`config.mk`:
```
export PLATFORM = sky130hd
export DESIGN_NAME = ota_transfer_sequencer
export DESIGN_NICKNAME = d
export VERILOG_FILES = /design/src/ots_pkg.sv /design/src/ots_front.sv /design/src/ots_back.sv /design/src/ota_transfer_sequencer.sv
export SDC_FILE = /design/constraint.sdc
export NUM_CORES = 1
export LEC_CHECK = 0
export ABC_AREA = 0
export BUFFER_PORTS_ARGS = -buffer_cell sky130_fd_sc_hd__buf_2
export CORE_UTILIZATION = 38
export CTS_CLUSTER_DIAMETER = 200
export DETAILED_ROUTE_END_ITERATION = 7
export PLACE_DENSITY = 0.66
export SYNTH_ARGS = -nofsm -noshare
export SYNTH_HDL_FRONTEND = slang
export SYNTH_HIERARCHICAL = 1
export SYNTH_SLANG_ARGS = --single-unit
```
`constraint.sdc`:
```
create_clock -name clock -period 18.34 [get_ports clock]
set_input_delay 3.668 -clock clock [delete_from_list [all_inputs] [get_ports clock]]
set_output_delay 3.668 -clock clock [all_outputs]
set_load 0.01 [all_outputs]
```
`src/ots_pkg.sv`:
```
`default_nettype none
package ots_pkg;

   localparam int unsigned PACKET_BYTES_DEF = 2048;

   // Event codes
   localparam logic [2:0] OP_START = 3'd0;
   localparam logic [2:0] OP_TICK  = 3'd1;
   localparam logic [2:0] OP_RESP  = 3'd2;
   localparam logic [2:0] OP_LINK  = 3'd3;
   localparam logic [2:0] OP_ABORT = 3'd4;

   // Response message codes
   localparam logic [2:0] MSG_START  = 3'd0;
   localparam logic [2:0] MSG_HEADER = 3'd1;
   localparam logic [2:0] MSG_PACKET = 3'd2;
   localparam logic [2:0] MSG_STATUS = 3'd3;
   localparam logic [2:0] MSG_UPG    = 3'd4;

   localparam logic [2:0] TS_PROC = 3'd1;
   localparam logic [2:0] TS_DONE = 3'd2;
   localparam logic [2:0] TS_ERR  = 3'd3;

   localparam logic [1:0] MS_READY = 2'd0;
   localparam logic [1:0] MS_BOUND = 2'd1;

   // Commands
   localparam logic [2:0] CMD_NONE   = 3'd0;
   localparam logic [2:0] CMD_PWR_ON = 3'd1;
   localparam logic [2:0] CMD_START  = 3'd2;
   localparam logic [2:0] CMD_HEADER = 3'd3;
   localparam logic [2:0] CMD_PACKET = 3'd4;
   localparam logic [2:0] CMD_QUERY  = 3'd5;
   localparam logic [2:0] CMD_STOP   = 3'd6;
   localparam logic [2:0] CMD_PWR_OFF = 3'd7;

   localparam logic [1:0] OC_BUSY = 2'd0;
   localparam logic [1:0] OC_OK   = 2'd1;
   localparam logic [1:0] OC_FAIL = 2'd2;

   localparam logic [3:0] FC_NONE     = 4'd0;
   localparam logic [3:0] FC_LINK     = 4'd1;
   localparam logic [3:0] FC_TIMEOUT  = 4'd2;
   localparam logic [3:0] FC_OPEN     = 4'd3;
   localparam logic [3:0] FC_START    = 4'd4;
   localparam logic [3:0] FC_HEADER   = 4'd5;
   localparam logic [3:0] FC_PACKET   = 4'd6;
   localparam logic [3:0] FC_ID       = 4'd7;
   localparam logic [3:0] FC_STATUS   = 4'd8;
   localparam logic [3:0] FC_STAT_UNX = 4'd9;
   localparam logic [3:0] FC_NEXT_ID  = 4'd10;
   localparam logic [3:0] FC_UPGRADE  = 4'd11;

   // Register indexes
   localparam logic [2:0] REG_IMAGE   = 3'd0;
   localparam logic [2:0] REG_HEADER  = 3'd1;
   localparam logic [2:0] REG_OPEN_TO = 3'd2;
   localparam logic [2:0] REG_REPLY_TO = 3'd3;
   localparam logic [2:0] REG_SETTLE  = 3'd4;
   localparam logic [2:0] REG_UPG_TO  = 3'd5;

   localparam logic [18:0] WAIT_MAX = 19'd524287;
   localparam logic [13:0] PKT_MAX  = 14'd8192;

   // Classified event handed from front to back
   typedef struct packed {
      logic [2:0]  op;
      logic        is_note;
      logic [2:0]  msg;
      logic        ok;
      logic        mstat_good;
      logic        echo_hi_zero;
      logic [12:0] echo_lo;
      logic [2:0]  tstat;
      logic [12:0] wanted;
      logic        upok;
   } event_type;

   typedef struct packed {
      logic [2:0]  command;
      logic [12:0] packet_number;
      logic [23:0] payload_offset;
      logic [11:0] payload_length;
      logic [13:0] packet_count;
      logic [1:0]  outcome;
      logic [3:0]  fail_cause;
      logic        last;
   } result_type;

endpackage
`default_nettype wire

```
`src/ots_front.sv`:
```
`default_nettype none
module ots_front (
   input  wire logic                 clock,
   input  wire logic                 reset,
   input  wire logic                 req_valid,
   output      logic                 req_ready,
   input  wire logic [2:0]           req_operation,
   input  wire logic                 req_resp_is_note,
   input  wire logic [2:0]           req_resp_message,
   input  wire logic                 req_resp_ok,
   input  wire logic [1:0]           req_module_status,
   input  wire logic [31:0]          req_echoed_packet,
   input  wire logic [2:0]           req_transfer_status,
   input  wire logic [12:0]          req_wanted_packet,
   input  wire logic                 req_upgrade_ok,
   output      logic                 evt_valid,
   input  wire logic                 evt_ready,
   output      ots_pkg::event_type   evt_data
);
   // Two-entry queue between front and back
   ots_pkg::event_type q_ff [2];
   ots_pkg::event_type cls;
   logic [1:0] cnt_ff, cnt_in;
   logic       wp_ff, rp_ff;
   logic       push, pop;

   always_comb begin
      cls.op           = req_operation;
      cls.is_note      = req_resp_is_note;
      cls.msg          = req_resp_message;
      cls.ok           = req_resp_ok;
      cls.mstat_good   = (req_module_status == ots_pkg::MS_READY) ||
                         (req_module_status == ots_pkg::MS_BOUND);
      cls.echo_hi_zero = (req_echoed_packet[31:13] == 19'd0);
      cls.echo_lo      = req_echoed_packet[12:0];
      cls.tstat        = req_transfer_status;
      cls.wanted       = req_wanted_packet;
      cls.upok         = req_upgrade_ok;
   end

   assign req_ready = (cnt_ff != 2'd2);
   assign push      = req_valid && req_ready;
   assign evt_valid = (cnt_ff != 2'd0);
   assign pop       = evt_valid && evt_ready;
   assign evt_data  = q_ff[rp_ff];
   assign cnt_in    = cnt_ff + {1'b0, push} - {1'b0, pop};

   always_ff @(posedge clock) begin
      if (reset) begin
         cnt_ff <= 2'd0;
         wp_ff  <= 1'b0;
         rp_ff  <= 1'b0;
      end else begin
         cnt_ff <= cnt_in;
         if (push) wp_ff <= ~wp_ff;
         if (pop)  rp_ff <= ~rp_ff;
      end
   end

   always_ff @(posedge clock) begin
      if (push) q_ff[wp_ff] <= cls;
   end

   assert property (@(posedge clock) disable iff (reset) cnt_ff <= 2'd2)
      else $error("queue count overflow");
   assert property (@(posedge clock) disable iff (reset)
      (cnt_ff == 2'd0) |-> (wp_ff == rp_ff)) else $error("empty queue pointers differ");
   assert property (@(posedge clock) disable iff (reset)
      (cnt_ff == 2'd2) |-> (wp_ff == rp_ff)) else $error("full queue pointers differ");
endmodule
`default_nettype wire

```
`src/ots_back.sv`:
```
`default_nettype none
module ots_back #(
   parameter int unsigned PACKET_BYTES = ots_pkg::PACKET_BYTES_DEF
) (
   input  wire logic                 clock,
   input  wire logic                 reset,
   input  wire logic                 evt_valid,
   output      logic                 evt_ready,
   input  wire ots_pkg::event_type   evt_data,
   input  wire logic                 csr_write,
   input  wire logic [2:0]           csr_index,
   input  wire logic [23:0]          csr_data,
   output      logic                 out_valid,
   input  wire logic                 out_ready,
   output      ots_pkg::result_type  out_data
);
   localparam int unsigned PB_SHIFT = $clog2(PACKET_BYTES);
   localparam logic [24:0] PB_M1 = 25'(PACKET_BYTES - 1);
   localparam logic [11:0] PB_LEN = (PACKET_BYTES > 4095) ? 12'd4095 : 12'(PACKET_BYTES);

   localparam logic [3:0] PH_IDLE = 4'd0, PH_OPENING = 4'd1, PH_SETTLE = 4'd2,
      PH_STARTING = 4'd3, PH_HEADER = 4'd4, PH_PACKET = 4'd5, PH_STATUS = 4'd6,
      PH_UPGRADE = 4'd7, PH_DONE = 4'd8, PH_FAIL_EARLY = 4'd9, PH_FAIL_LATE = 4'd10;

   logic [23:0] image_ff;
   logic [15:0] header_ff, open_to_ff, reply_to_ff, settle_ff;
   logic [18:0] upg_to_ff;
   logic [3:0]  phase_ff, phase_in;
   logic [12:0] cur_ff, cur_in;
   logic [13:0] total_ff, total_in;
   logic [18:0] wait_ff, wait_in;
   logic [23:0] fw_ff;

   // Output: two result slots, second used only by abort
   ots_pkg::result_type r0_ff, r1_ff, r0_in, r1_in;
   logic       v0_ff, v1_ff;
   logic [1:0] n_in;

   ots_pkg::event_type e;
   logic        take;
   logic [18:0] wc;
   logic [18:0] limit;
   logic [12:0] nxt;
   logic        nxt_lt;
   logic        good;
   logic [36:0] pstart;
   logic [24:0] total_raw;

   assign e = evt_data;
   assign evt_ready = !v0_ff || (out_ready && !v1_ff);
   assign take = evt_valid && evt_ready;
   assign out_valid = v0_ff;
   assign out_data  = r0_ff;

   // Configuration registers; the firmware size register below follows them
   always_ff @(posedge clock) begin
      if (reset) begin
         image_ff    <= 24'd0;
         header_ff   <= 16'd0;
         open_to_ff  <= 16'd2000;
         reply_to_ff <= 16'd1000;
         settle_ff   <= 16'd1000;
         upg_to_ff   <= 19'd300000;
      end else if (csr_write) begin
         unique case (csr_index)
            ots_pkg::REG_IMAGE:    image_ff    <= csr_data;
            ots_pkg::REG_HEADER:   header_ff   <= csr_data[15:0];
            ots_pkg::REG_OPEN_TO:  open_to_ff  <= csr_data[15:0];
            ots_pkg::REG_REPLY_TO: reply_to_ff <= csr_data[15:0];
            ots_pkg::REG_SETTLE:   settle_ff   <= csr_data[15:0];
            ots_pkg::REG_UPG_TO:   upg_to_ff   <= csr_data[18:0];
            default: ;
         endcase
      end
   end

   always_ff @(posedge clock) begin
      fw_ff <= (image_ff > {8'd0, header_ff}) ? (image_ff - {8'd0, header_ff}) : 24'd0;
   end

   function automatic ots_pkg::result_type mk(input logic [2:0] cmd,
                                             input logic [1:0] oc,
                                             input logic [3:0] cause);
      ots_pkg::result_type r;
      r = '0;
      r.command = cmd;
      r.outcome = oc;
      r.fail_cause = cause;
      return r;
   endfunction

   always_comb begin
      logic [36:0] remain;
      logic [11:0] len;
      logic [3:0]  fph;
      logic        do_pkt, do_fail;
      logic [3:0]  cause;

      phase_in = phase_ff;
      cur_in   = cur_ff;
      total_in = total_ff;
      wait_in  = wait_ff;
      r0_in    = '0;
      r1_in    = '0;
      n_in     = 2'd0;
      do_pkt   = 1'b0;
      do_fail  = 1'b0;
      cause    = ots_pkg::FC_NONE;
      wc       = (wait_ff < ots_pkg::WAIT_MAX) ? wait_ff + 19'd1 : wait_ff;
      limit    = (phase_ff == PH_OPENING) ? {3'd0, open_to_ff} :
                 (phase_ff == PH_UPGRADE) ? upg_to_ff : {3'd0, reply_to_ff};
      nxt      = cur_ff + 13'd1;
      nxt_lt   = ({1'b0, cur_ff} + 14'd1) < total_ff;
      good     = !e.is_note && e.ok;
      total_raw = ({1'b0, fw_ff} + PB_M1) >> PB_SHIFT;
      fph      = (phase_ff == PH_OPENING) ? PH_FAIL_EARLY : PH_FAIL_LATE;

      unique case (e.op)
         ots_pkg::OP_START: begin
            if (phase_ff == PH_IDLE) begin
               phase_in = PH_OPENING;
               wait_in  = 19'd0;
               r0_in    = mk(ots_pkg::CMD_PWR_ON, ots_pkg::OC_BUSY, ots_pkg::FC_NONE);
               n_in     = 2'd1;
            end
         end
         ots_pkg::OP_TICK: begin
            if (phase_ff >= PH_OPENING && phase_ff <= PH_UPGRADE) begin
               wait_in = wc;
               if (phase_ff == PH_SETTLE) begin
                  if (wc >= {3'd0, settle_ff}) begin
                     phase_in = PH_STARTING;
                     wait_in  = 19'd0;
                     r0_in    = mk(ots_pkg::CMD_START, ots_pkg::OC_BUSY, ots_pkg::FC_NONE);
                     n_in     = 2'd1;
                  end
               end else if (wc >= limit) begin
                  if (phase_ff == PH_PACKET) begin
                     phase_in = PH_STATUS;
                     wait_in  = 19'd0;
                     r0_in    = mk(ots_pkg::CMD_QUERY, ots_pkg::OC_BUSY, ots_pkg::FC_NONE);
                     n_in     = 2'd1;
                  end else begin
                     do_fail = 1'b1;
                     cause   = ots_pkg::FC_TIMEOUT;
                  end
               end
            end
         end
         ots_pkg::OP_RESP: begin
            unique case (phase_ff)
               PH_OPENING: begin
                  if (!e.is_note || !e.mstat_good) begin
                     do_fail = 1'b1; cause = ots_pkg::FC_OPEN;
                  end else begin
                     phase_in = PH_SETTLE;
                     wait_in  = 19'd0;
                  end
               end
               PH_STARTING: begin
                  if (!good || e.msg != ots_pkg::MSG_START) begin
                     do_fail = 1'b1; cause = ots_pkg::FC_START;
                  end else begin
                     total_in = (total_raw > {11'd0, ots_pkg::PKT_MAX}) ?
                                ots_pkg::PKT_MAX : total_raw[13:0];
                     cur_in   = 13'd0;
                     phase_in = PH_HEADER;
                     wait_in  = 19'd0;
                     r0_in    = mk(ots_pkg::CMD_HEADER, ots_pkg::OC_BUSY, ots_pkg::FC_NONE);
                     r0_in.packet_count = total_in;
                     n_in     = 2'd1;
                  end
               end
               PH_HEADER: begin
                  if (!good || e.msg != ots_pkg::MSG_HEADER) begin
                     do_fail = 1'b1; cause = ots_pkg::FC_HEADER;
                  end else do_pkt = 1'b1;
               end
               PH_PACKET: begin
                  if (!good || e.msg != ots_pkg::MSG_PACKET) begin
                     do_fail = 1'b1; cause = ots_pkg::FC_PACKET;
                  end else if (!e.echo_hi_zero || e.echo_lo != cur_ff) begin
                     do_fail = 1'b1; cause = ots_pkg::FC_ID;
                  end else if (nxt_lt) begin
                     cur_in = nxt; do_pkt = 1'b1;
                  end else begin
                     phase_in = PH_UPGRADE; wait_in = 19'd0;
                  end
               end
               PH_STATUS: begin
                  if (!good || e.msg != ots_pkg::MSG_STATUS || e.tstat > ots_pkg::TS_ERR) begin
                     do_fail = 1'b1; cause = ots_pkg::FC_STATUS;
                  end else if (e.tstat == ots_pkg::TS_DONE) begin
                     phase_in = PH_DONE;
                     r0_in    = mk(ots_pkg::CMD_NONE, ots_pkg::OC_OK, ots_pkg::FC_NONE);
                     n_in     = 2'd1;
                  end else if (e.tstat != ots_pkg::TS_PROC) begin
                     do_fail = 1'b1; cause = ots_pkg::FC_STAT_UNX;
                  end else if (e.wanted == cur_ff) begin
                     do_pkt = 1'b1;
                  end else if (e.wanted != nxt || ({1'b0, cur_ff} + 14'd1) > 14'd8191) begin
                     do_fail = 1'b1; cause = ots_pkg::FC_NEXT_ID;
                  end else if (nxt_lt) begin
                     cur_in = nxt; do_pkt = 1'b1;
                  end else begin
                     phase_in = PH_UPGRADE; wait_in = 19'd0;
                  end
               end
               PH_UPGRADE: begin
                  if (!e.is_note || e.msg != ots_pkg::MSG_UPG || !e.upok) begin
                     do_fail = 1'b1; cause = ots_pkg::FC_UPGRADE;
                  end else begin
                     phase_in = PH_DONE;
                     r0_in    = mk(ots_pkg::CMD_NONE, ots_pkg::OC_OK, ots_pkg::FC_NONE);
                     n_in     = 2'd1;
                  end
               end
               default: ;
            endcase
         end
         ots_pkg::OP_LINK: begin
            if (phase_ff == PH_OPENING ||
                (phase_ff >= PH_STARTING && phase_ff <= PH_UPGRADE)) begin
               do_fail = 1'b1; cause = ots_pkg::FC_LINK;
            end
         end
         ots_pkg::OP_ABORT: begin
            if (phase_ff != PH_IDLE) begin
               if ((phase_ff > PH_OPENING && phase_ff < PH_DONE) ||
                   phase_ff == PH_FAIL_LATE) begin
                  r0_in = mk(ots_pkg::CMD_STOP, ots_pkg::OC_BUSY, ots_pkg::FC_NONE);
                  r1_in = mk(ots_pkg::CMD_PWR_OFF, ots_pkg::OC_BUSY, ots_pkg::FC_NONE);
                  n_in  = 2'd2;
               end else begin
                  r0_in = mk(ots_pkg::CMD_PWR_OFF, ots_pkg::OC_BUSY, ots_pkg::FC_NONE);
                  n_in  = 2'd1;
               end
               phase_in = PH_IDLE;
               wait_in  = 19'd0;
            end
         end
         default: ;
      endcase

      // Packet offset and length from the packet number that goes out
      pstart = 37'(cur_in) << PB_SHIFT;
      remain = {13'd0, fw_ff} - pstart;
      if (pstart < {13'd0, fw_ff})
         len = (remain > 37'(PB_LEN)) ? PB_LEN : remain[11:0];
      else
         len = 12'd0;
      if (do_pkt) begin
         phase_in = PH_PACKET;
         wait_in  = 19'd0;
         r0_in    = mk(ots_pkg::CMD_PACKET, ots_pkg::OC_BUSY, ots_pkg::FC_NONE);
         r0_in.packet_number  = cur_in;
         r0_in.payload_offset = {8'd0, header_ff} + pstart[23:0];
         r0_in.payload_length = len;
         n_in     = 2'd1;
      end
      if (do_fail) begin
         phase_in = fph;
         r0_in    = mk(ots_pkg::CMD_NONE, ots_pkg::OC_FAIL, cause);
         n_in     = 2'd1;
      end
      r0_in.last = (n_in == 2'd1);
      r1_in.last = 1'b1;
   end

   always_ff @(posedge clock) begin
      if (reset) begin
         phase_ff <= PH_IDLE;
         cur_ff   <= 13'd0;
         total_ff <= 14'd0;
         wait_ff  <= 19'd0;
         v0_ff    <= 1'b0;
         v1_ff    <= 1'b0;
      end else begin
         if (take) begin
            phase_ff <= phase_in;
            cur_ff   <= cur_in;
            total_ff <= total_in;
            wait_ff  <= wait_in;
         end
         if (take) begin
            v0_ff <= (n_in != 2'd0);
            v1_ff <= (n_in == 2'd2);
         end else if (out_valid && out_ready) begin
            v0_ff <= v1_ff;
            v1_ff <= 1'b0;
         end
      end
   end

   always_ff @(posedge clock) begin
      if (take) begin
         r0_ff <= r0_in;
         r1_ff <= r1_in;
      end else if (out_valid && out_ready) begin
         r0_ff <= r1_ff;
      end
   end

   assert property (@(posedge clock) disable iff (reset) v1_ff |-> v0_ff)
      else $error("second slot valid without first");
   assert property (@(posedge clock) disable iff (reset)
      (v0_ff && !v1_ff) |-> r0_ff.last) else $error("sole result lacks last");
   assert property (@(posedge clock) disable iff (reset)
      phase_ff <= PH_FAIL_LATE) else $error("phase out of range");
   assert property (@(posedge clock) disable iff (reset)
      (phase_ff == PH_PACKET) |-> ({1'b0, cur_ff} < total_ff || total_ff == 14'd0))
      else $error("packet number beyond count");
endmodule
`default_nettype wire

```
`src/ota_transfer_sequencer.sv`:
```
`default_nettype none
// Channel   Direction  Handshake               Payload
// req_      in         req_valid / req_ready   event fields
// rsp_      out        rsp_valid / rsp_ready   command and result fields
// csr_      in         csr_write               csr_index, csr_data
//
// One event per cycle sustained while results are taken. A classified event
// waits in a two-entry queue; the sequencer's result is registered in the cycle
// after it takes the event. Abort yields up to two results, delivered in order
// from the output register pair; the sequencer stalls while a held result is
// not taken or both slots are full, and req_ready drops once the queue holds two
// events. Synchronous active-high reset clears phase, counters and valid flags.
module ota_transfer_sequencer #(
   parameter int unsigned PACKET_BYTES = ots_pkg::PACKET_BYTES_DEF
) (
   input  wire logic        clock,
   input  wire logic        reset,
   input  wire logic        req_valid,
   output      logic        req_ready,
   input  wire logic [2:0]  req_operation,
   input  wire logic        req_resp_is_note,
   input  wire logic [2:0]  req_resp_message,
   input  wire logic        req_resp_ok,
   input  wire logic [1:0]  req_module_status,
   input  wire logic [31:0] req_echoed_packet,
   input  wire logic [2:0]  req_transfer_status,
   input  wire logic [12:0] req_wanted_packet,
   input  wire logic        req_upgrade_ok,
   output      logic        rsp_valid,
   input  wire logic        rsp_ready,
   output      logic [2:0]  rsp_command,
   output      logic [12:0] rsp_packet_number,
   output      logic [23:0] rsp_payload_offset,
   output      logic [11:0] rsp_payload_length,
   output      logic [13:0] rsp_packet_count,
   output      logic [1:0]  rsp_outcome,
   output      logic [3:0]  rsp_fail_cause,
   output      logic        rsp_last,
   input  wire logic        csr_write,
   input  wire logic [2:0]  csr_index,
   input  wire logic [23:0] csr_data
);
   ots_pkg::event_type  evt;
   ots_pkg::result_type res;
   logic evt_valid, evt_ready;

   ots_front u_front (
      .clock, .reset, .req_valid, .req_ready, .req_operation, .req_resp_is_note,
      .req_resp_message, .req_resp_ok, .req_module_status, .req_echoed_packet,
      .req_transfer_status, .req_wanted_packet, .req_upgrade_ok,
      .evt_valid, .evt_ready, .evt_data(evt)
   );

   ots_back #(.PACKET_BYTES(PACKET_BYTES)) u_back (
      .clock, .reset, .evt_valid, .evt_ready, .evt_data(evt),
      .csr_write, .csr_index, .csr_data,
      .out_valid(rsp_valid), .out_ready(rsp_ready), .out_data(res)
   );

   assign rsp_command        = res.command;
   assign rsp_packet_number  = res.packet_number;
   assign rsp_payload_offset = res.payload_offset;
   assign rsp_payload_length = res.payload_length;
   assign rsp_packet_count   = res.packet_count;
   assign rsp_outcome        = res.outcome;
   assign rsp_fail_cause     = res.fail_cause;
   assign rsp_last           = res.last;
endmodule
`default_nettype wire
```
==> impl_metrics.py, run 1 <==
metrics = {
    "status": {
        "status": "finished clean",
    },
    "sta": {
        "rsz0062_at_grt": "false",
        "setup_viol": 0,
        "clock.fmax_ghz": 0.112,
        "fin_crit_sh": 0.487,
        "setup_tns_ns": 0,
        "worstMarginPinSlew_ns": 1.10,
        "finalHoldViolations": 0,
        "worst_clock_skew_ns": 0.0157,
        "fin_crit_ns": 8.94,
        "slew_headroom": 0.263,
        "finalMaxSlewViolations": 0,
    },
    "critical_path": {
        "worstSetupStartpointType": "flip-flop",
        "critPathKind": "reg2reg",
        "crit_required_ns": 18.76,
        "crit_fanout": 12,
        "r2r-start": "u_back/cur_ff[0]$_SDFFE_PP0P_",
        "endpoint_kind": "flip-flop",
        "crit_path_start": "u_back/cur_ff[0]$_SDFFE_PP0P_",
        "cp_slowest_cell": "dfxtp_1",
        "cpPeakStageDelay_ns": 0.71,
        "arrival_ns": 9.35,
    },
    "logic_synthesis": {
        "synth.distinct_cells": 86,
        "synth_nets": 2192,
        "syn_area_per_cell_sq_um": 9.10,
        "synth_top_area_share": 0.253,
        "synth_flop_cell": "dfxtp_1",
        "netlist_area_sq_um": 18300,
        "yosysWarnings": 6,
        "synth_edf_count": 154,
        "synth_most_common_cell": "nand2_1",
        "synth-async-reset-ratio": 0,
        "synth_top_area_cell": "edfxtp_1",
        "synth_common_cells": "nand2_1, dfxtp_1, nor2_1",
        "netlist_instances": 2012,
        "synth.area.top_cells": "edfxtp_1, dfxtp_1, nand2_1, ha_1, a21oi_1",
        "ys_ff_latch": 342,
        "ys_seq_area_frac": 0.458,
    },
    "cells_and_area": {
        "antenna_cells": 0,
        "nets": 2322,
        "ff_latch_area_sq_um": 8390,
        "final_core_util": 0.441,
        "nFillCells": 4554,
        "multi_input_area_sq_um": 9170,
        "syn_to_final_growth_pct": 14.9,
        "drive_gt1_frac": 0.155,
    },
    "clock_network": {
        "h-tree-depth": 2,
        "post_cts_buffers": 0,
        "cts_resized": 0,
        "clk_pin_slew_ns": 0.06,
        "cts_tree": "yes",
        "clockBufferDepth": 3,
        "postCtsHoldBufs": 0,
        "root_buffer": "clkbuf_16",
        "clock-sinks": 342,
        "cts_inserted_buffers": 38,
        "insertion_delay_ns": 0.56,
    },
    "detailed_routing": {
        "drt_wl_total_microns": 50300,
        "first_pass_iters": 7,
        "first_iter_violations": 1294,
        "dr_total_vias": 15100,
        "post-route-drc-count": 0,
        "viasPerCell": 5.43,
        "ant_nets": 0,
        "wl_per_cell_microns": 18.1,
    },
    "global_route": {
        "grt_antenna_before_repair": 0,
        "grt_use_total": 0.203,
        "grt_max_degree": 83,
        "grt_first_pass_wirelength_microns": 79600,
        "grt_overflow": 0,
        "grt_pass1_vias": 14500,
    },
    "pwr": {
        "leakagePower_nw": 8.07,
        "p_total_mw": 2.76,
        "p_per_area_nw_per_um2": 131,
        "ir_drop_mv": 0.0605,
    },
    "floorplan": {
        "die_y_microns": 222,
        "boundaryPins": 166,
        "die_area_sq_um": 49100,
        "rows": 80,
        "fp.dieW_microns": 222,
        "initial_utilization": 0.384,
        "design.core.area_sq_um": 47600,
    },
    "min_path": {
        "hp-class": "reg2reg",
        "hp-start": "u_back/header_ff[2]$_SDFFE_PP0P_",
    },
    "flow_run": {
        "drv_cap": 0,
    },
    "placed_design": {
        "dp_hpwl_microns": 36800,
        "io_buffers": 164,
        "place.gp.congestion": 0.917,
    },
}
## metal layers
metal | vias up | routed length (microns) | track usage
met5 | - | 0 | 0
li1 | 7354 | - | -
met3 | 84 | 3080 | 0.0358
met2 | 447 | 23000 | 0.327
met1 | 7232 | 23000 | 0.277
met4 | 0 | 1260 | 0.0600
## path summary, 6_finish.rpt
| kind | depth (start not counted) | slack, ns | end |
|---|---|---|---|
| max | 28 | 9.40 | u_back/out_data[31]$_SDFFCE_PP0P_ |
| min reg2reg | 2 | 0.45 | u_back/header_ff[2]$_SDFFE_PP0P_ |
| max reg2reg | 28 | 9.40 | u_back/out_data[31]$_SDFFCE_PP0P_ |
| min | 2 | 0.45 | u_back/header_ff[2]$_SDFFE_PP0P_ |
## critical path: cells and delay by family (launching register included)
family / cells / cell delay (ns)
fa+ha+maj: 3 / 1.29
simple gates: 9 / 2.50
buf+inv: 2 / 0.36
flops: 1 / 0.71
compound gates: 13 / 3.69
xor+xnor: 1 / 0.24
## power breakdown
part,internal [mW],total (mW),leakage (nW),switching [mW]
Combinational,0.341,0.872,4.39,0.531
Clock,0.520,0.843,0.671,0.323
Sequential,0.956,1.05,3.01,0.0901
## state kept, by name (all words and copies together) (netlist names), 14 cells and up, named ones only
name                count
u_front/q_ff           80
u_back/out_data        73
u_back/fw_ff           24
u_back/image_ff        24
u_back/upg_to_ff       19
u_back/wait_ff         19
u_back/header_ff       16
u_back/open_to_ff      16
u_back/reply_to_ff     16
u_back/settle_ff       16
u_back/total_ff        14
## cell usage in the layout, fill, tap and decap left out, drive strengths merged, types with 14 or more instances in the layout
cell / n
a211oi: 19
a21o: 16
a21oi: 187
a31oi: 17
and2: 22
and3: 22
buf: 180
clkbuf: 46
dfxtp: 188
edfxtp: 154
ha: 86
inv: 105
mux2: 51
nand2: 331
nand2b: 26
nand3: 73
nand4: 28
nor2: 187
nor2b: 25
nor3: 31
nor4: 20
o211ai: 20
o21a: 14
o21ai: 65
or2: 18
xnor2: 60
xor2: 35
## metrics by stage
step	worst slack (ns)	hold slack (ns)	instance area (sq um)	std cells
6_report	9.40	0.454	21000	2785
3_3_place_gp	9.73	0.442	19700	2717
2_1_floorplan	11.28	0.436	18300	2012
3_5_place_dp	9.62	0.446	19700	2717
4_1_cts	9.57	0.454	21000	2785
5_1_grt	8.86	0.473	21000	2785
## logic make-up after synthesis
group	after synthesis	share of synthesized area
and+or+nand+nor	823	0.208
muxes	56	0.0423
buffers and inverters	193	0.0430
AOI/OAI and AO/OA	413	0.140
xor gates and xnor gates	96	0.0467
DFF	342	0.458
adders and majority gates	89	0.0620
## final cells by class
type,instances,area share
Inverter,103,0.0184
Timing Repair Buffer,180,0.0449
Tap cell,615,0.0366
Sequential cell,342,0.399
Clock buffer,46,0.0496
Multi-Input combinational cell,1477,0.436
Clock inverter,22,0.0156
(Power assumes the default switching activity.)
==> inputs of run 2 (changes only) <==
clock period = 9.3 ns   (was 18.34 ns; I/O delays follow)
==> impl_metrics.py, run 2 (synthesized netlist as in run 1, its figures left out) <==
metrics = {
    "detailed_routing": {
        "viasPerCell": 5.40,
        "ant_nets": 0,
        "drt_wl_total_microns": 51300,
        "first_pass_iters": 5,
        "dr_total_vias": 15100,
        "wl_per_cell_microns": 18.4,
        "post-route-drc-count": 0,
        "first_iter_violations": 1232,
    },
    "floorplan": {
        "fp.dieW_microns": 222,
        "die_area_sq_um": 49100,
        "design.core.area_sq_um": 47600,
        "rows": 80,
        "die_y_microns": 222,
        "initial_utilization": 0.384,
        "boundaryPins": 166,
    },
    "cells_and_area": {
        "nets": 2330,
        "layout_commonest_cell": "nand2_1",
        "final_cell_mix": "nand2_1, nor2_1, dfxtp_1",
        "antenna_cells": 0,
        "largest_register_ffs": 80,
        "final_core_util": 0.439,
        "top_register": "u_front/q_ff",
        "syn_to_final_growth_pct": 14.3,
        "drive_gt1_frac": 0.157,
    },
    "clock_network": {
        "clockBufferDepth": 3,
        "postCtsHoldBufs": 0,
        "clock-sinks": 342,
        "insertion_delay_ns": 0.56,
        "h-tree-depth": 2,
        "clk_pin_slew_ns": 0.06,
        "post_cts_buffers": 0,
        "root_buffer": "clkbuf_16",
        "cts_inserted_buffers": 36,
        "cts_tree": "yes",
        "cts_resized": 0,
    },
    "placed_design": {
        "io_buffers": 164,
        "place.gp.congestion": 0.922,
        "dp_hpwl_microns": 37800,
    },
    "critical_path": {
        "cpPeakStageDelay_ns": 0.66,
        "reg2reg_depth": 30,
        "worstSetupStartpointType": "flip-flop",
        "arrival_ns": 8.54,
        "r2r-end": "u_back/out_data[22]$_SDFFCE_PP0P_",
        "cp_slowest_cell": "dfxtp_1",
        "crit_required_ns": 9.72,
        "endpoint_kind": "flip-flop",
        "rrSetupSlack_ns": 1.18,
        "critPathKind": "reg2reg",
        "r2r-start": "u_back/cur_ff[2]$_SDFFE_PP0P_",
        "crit_fanout": 12,
    },
    "sta": {
        "worstMarginPinSlew_ns": 1.12,
        "rsz0062_at_grt": "false",
        "setup_tns_ns": 0,
        "clock.fmax_ghz": 0.123,
        "slew_headroom": 0.250,
        "finalHoldViolations": 0,
        "finalMaxSlewViolations": 0,
        "setup_viol": 0,
        "fin_hold_ws_ns": 0.455,
        "fin_crit_ns": 8.12,
        "fin_crit_sh": 0.873,
        "worst_clock_skew_ns": 0.0278,
    },
    "pwr": {
        "leakagePower_nw": 8.03,
        "p_per_area_nw_per_um2": 251,
        "ir_drop_mv": 0.144,
    },
    "global_route": {
        "grt_antenna_before_repair": 0,
        "grt_max_degree": 91,
        "grt_overflow": 0,
        "grt_first_pass_wirelength_microns": 80500,
        "grt_use_total": 0.207,
        "grt_pass1_vias": 14700,
    },
    "status": {
        "status": "finished clean",
    },
    "min_path": {
        "worstHoldEndpoint": "u_back/open_to_ff[15]$_SDFFE_PP0P_",
        "hp-start": "u_back/open_to_ff[15]$_SDFFE_PP0P_",
        "hold_path_depth": 2,
        "hp-class": "reg2reg",
    },
    "flow_run": {
        "drv_cap": 0,
    },
}
run 2: report_power, final:
group          internal, mW  switching [mW]  total [mW]
Clock                 0.839           0.615        1.45
Sequential             1.89           0.189        2.08
Combinational         0.685            1.04        1.73
Total                  3.41            1.85        5.26
run 2: routing by layer:
metal,vias to the layer above,GRT usage,part of all wire
met5,-,0,0
met4,0,0.0748,0.031
met3,90,0.0330,0.056
met2,452,0.330,0.46
met1,7180,0.282,0.46
li1,7364,-,-
run 2: worst max-delay path by stage:
stage	slack, ns	from	cells past startpoint	endpoint
floorplan	2.72	u_back/cur_ff[0]$_SDFFE_PP0P_	32	u_back/out_data[21]$_SDFFCE_PP0P_
global placement	1.35	u_back/cur_ff[2]$_SDFFE_PP0P_	30	u_back/out_data[31]$_SDFFCE_PP0P_
detailed placement	1.28	u_back/cur_ff[2]$_SDFFE_PP0P_	30	u_back/out_data[22]$_SDFFCE_PP0P_
CTS	1.21	u_back/cur_ff[2]$_SDFFE_PP0P_	30	u_back/out_data[30]$_SDFFCE_PP0P_
global route	0.46	u_back/cur_ff[2]$_SDFFE_PP0P_	30	u_back/out_data[30]$_SDFFCE_PP0P_
finish	1.18	u_back/cur_ff[2]$_SDFFE_PP0P_	30	u_back/out_data[22]$_SDFFCE_PP0P_
run 2: per-stage QoR:
stage                     power, mW  cells  setup slack, ns  instance area (sq um)
after floorplan                3.28   2012             2.72                  18300
after global placement         3.80   2727             1.35                  19700
after detailed placement       3.83   2727             1.28                  19700
after CTS                      5.30   2793             1.21                  20900
after global routing           5.54   2793            0.455                  20900
final                          5.26   2793             1.18                  20900
run 2: worst max-delay path, delay by kind of cell (launching register included):
kind | cells | cell delay (ns)
AND/OR/NAND/NOR | 10 | 2.19
flip-flops | 1 | 0.66
AO/OA/AOI/OAI | 13 | 3.38
XOR/XNOR | 1 | 0.26
buffers and inverters | 3 | 0.55
adder cells (fa/ha/maj) | 3 | 0.94
run 2: cell type report:
cell class                 instances  area, sq um
inverter                         103          387
fill                            4597        26700
clock inverter                    18          160
clock buffer                      48         1030
tap                              615          769
multi-input combinational       1477         9170
sequential                       342         8390
timing repair buffer             190         1020
==> inputs of run 3 (changes only) <==
CORE_MARGIN = 2   (was not set)
SKIP_CTS_REPAIR_TIMING = 1   (was not set)
clock period = 8.05 ns   (was 9.3 ns; I/O delays follow)
==> impl_metrics.py, run 3 (synthesized netlist as in run 1, its figures left out) <==
metrics = {
    "min_path": {
        "hp-class": "reg2reg",
        "hp-start": "u_back/settle_ff[4]$_SDFFE_PP0P_",
    },
    "critical_path": {
        "crit_fanout": 12,
        "cpPeakStageDelay_ns": 0.65,
        "crit_required_ns": 8.48,
        "endpoint_kind": "flip-flop",
        "r2r-start": "u_back/cur_ff[2]$_SDFFE_PP0P_",
        "critPathKind": "reg2reg",
        "cp_slowest_cell": "dfxtp_1",
        "crit_family": "compound AO/OA/AOI/OAI gates",
        "arrival_ns": 7.88,
        "worstSetupStartpointType": "flip-flop",
        "cp_num_buf_inv": 3,
        "crit_path_start": "u_back/cur_ff[2]$_SDFFE_PP0P_",
    },
    "placed_design": {
        "placedCellCount": 2735,
        "detailed_place.area_sq_um": 19800,
        "place.gp.congestion": 0.952,
        "dp_hpwl_microns": 37600,
        "io_buffers": 164,
        "pre_cts_ws_ns": 0.765,
    },
    "clock_network": {
        "clockBufferDepth": 3,
        "clk_pin_slew_ns": 0.06,
        "cts_tree": "yes",
        "cts_inserted_buffers": 39,
        "root_buffer": "clkbuf_16",
        "h-tree-depth": 2,
        "clock-sinks": 342,
        "insertion_delay_ns": 0.57,
    },
    "floorplan": {
        "boundaryPins": 166,
        "design.core.area_sq_um": 47600,
        "die_area_sq_um": 50000,
        "rows": 80,
        "die_y_microns": 224,
        "fp.dieW_microns": 224,
        "initial_utilization": 0.384,
    },
    "global_route": {
        "grt_use_total": 0.201,
        "grt_first_pass_wirelength_microns": 79800,
        "grt_antenna_before_repair": 1,
        "grt_max_degree": 92,
        "grt_pass1_vias": 14700,
        "grt_overflow": 0,
    },
    "sta": {
        "fin_ws_ns": 0.602,
        "finalHoldViolations": 0,
        "worst_clock_skew_ns": 0.0260,
        "setup_viol": 0,
        "worstMarginPinSlew_ns": 1.06,
        "slew_headroom": 0.289,
        "finalMaxSlewViolations": 0,
        "fin_crit_sh": 0.925,
        "rsz0062_at_grt": "false",
        "setup_tns_ns": 0,
        "clock.fmax_ghz": 0.134,
        "fin_crit_ns": 7.45,
    },
    "cells_and_area": {
        "layout_commonest_cell": "nand2_1",
        "final_cells": 2807,
        "top_register": "u_front/q_ff",
        "drive_gt1_frac": 0.161,
        "final_cell_mix": "nand2_1, nor2_1, dfxtp_1",
        "syn_to_final_growth_pct": 14.9,
        "nFillCells": 4579,
        "stdcell_area_sq_um": 21000,
        "nets": 2341,
        "largest_register_ffs": 80,
    },
    "detailed_routing": {
        "ant_nets": 0,
        "first_pass_iters": 6,
        "first_iter_violations": 1277,
        "drt_wl_total_microns": 50900,
        "dr_total_vias": 15200,
        "viasPerCell": 5.40,
        "wl_per_cell_microns": 18.1,
        "post-route-drc-count": 0,
    },
    "pwr": {
        "ir_drop_mv": 0.147,
        "p_per_area_nw_per_um2": 292,
        "leakagePower_nw": 8.09,
    },
    "flow_run": {
        "drv_cap": 0,
    },
    "status": {
        "status": "finished clean",
    },
}
## run 3: cell count changes in the layout (fill, tap and decap cells not counted), sizes merged
cell / change
buf: +8
bufinv: -1
clkbuf: +2
clkinv: +1
clkinvlp: -1
diode: +2
inv: +3
## run 3: metal layers
layer / global-route usage / vias to the layer above / routed length (microns)
met5: 0 / - / 0
met2: 0.326 / 452 / 23400
met4: 0.0645 / 0 / 1410
met3: 0.0366 / 83 / 3230
li1: - / 7401 / -
met1: 0.271 / 7228 / 22800
## run 3: worst reg2reg max path: cells and delay by family (launching register included)
family,cells,cell delay (ns)
AND/OR/NAND/NOR,10,2.08
AO/OA/AOI/OAI,13,3.01
XOR/XNOR,1,0.22
buffers and inverters,3,0.45
adder cells (fa/ha/maj),3,0.91
flip-flops,1,0.65
## run 3: metrics by stage
stage	util	hold WS, ns	total power, mW
after floorplan	-	0.436	3.79
after global placement	0.416	0.442	4.42
after detailed placement	0.416	0.448	4.45
after CTS	0.441	0.457	6.20
after global routing	0.441	0.472	6.50
final	0.441	0.456	6.15
## run 3: where the power goes
| part | internal [mW] | leakage [nW] | total, mW | switching [mW] |
|---|---|---|---|---|
| Combinational | 0.813 | 4.48 | 2.04 | 1.23 |
| Sequential | 2.18 | 3.01 | 2.38 | 0.204 |
| Clock | 0.981 | 0.601 | 1.72 | 0.737 |
| Total | 3.97 | 8.09 | 6.15 | 2.17 |
## run 3: final cells by class
cell class | count | area (sq um) | share of cell area
Inverter | 103 | 387 | 0.0184
Clock inverter | 20 | 163 | 0.00773
Clock buffer | 50 | 1070 | 0.0508
Multi-Input combinational cell | 1477 | 9170 | 0.436
Antenna cell | 2 | 5.00 | 0.000238
Sequential cell | 342 | 8390 | 0.399
Timing Repair Buffer | 198 | 1080 | 0.0513
Tap cell | 615 | 769 | 0.0366
## run 3: worst paths after layout
kind / to / cells past startpoint / slack, ns
worst max-delay path: u_back/out_data[21]$_SDFFCE_PP0P_ / 30 / 0.60
worst min-delay path: u_back/settle_ff[4]$_SDFFE_PP0P_ / 2 / 0.46
worst max register to register: u_back/out_data[21]$_SDFFCE_PP0P_ / 30 / 0.60
worst min register to register: u_back/settle_ff[4]$_SDFFE_PP0P_ / 2 / 0.46
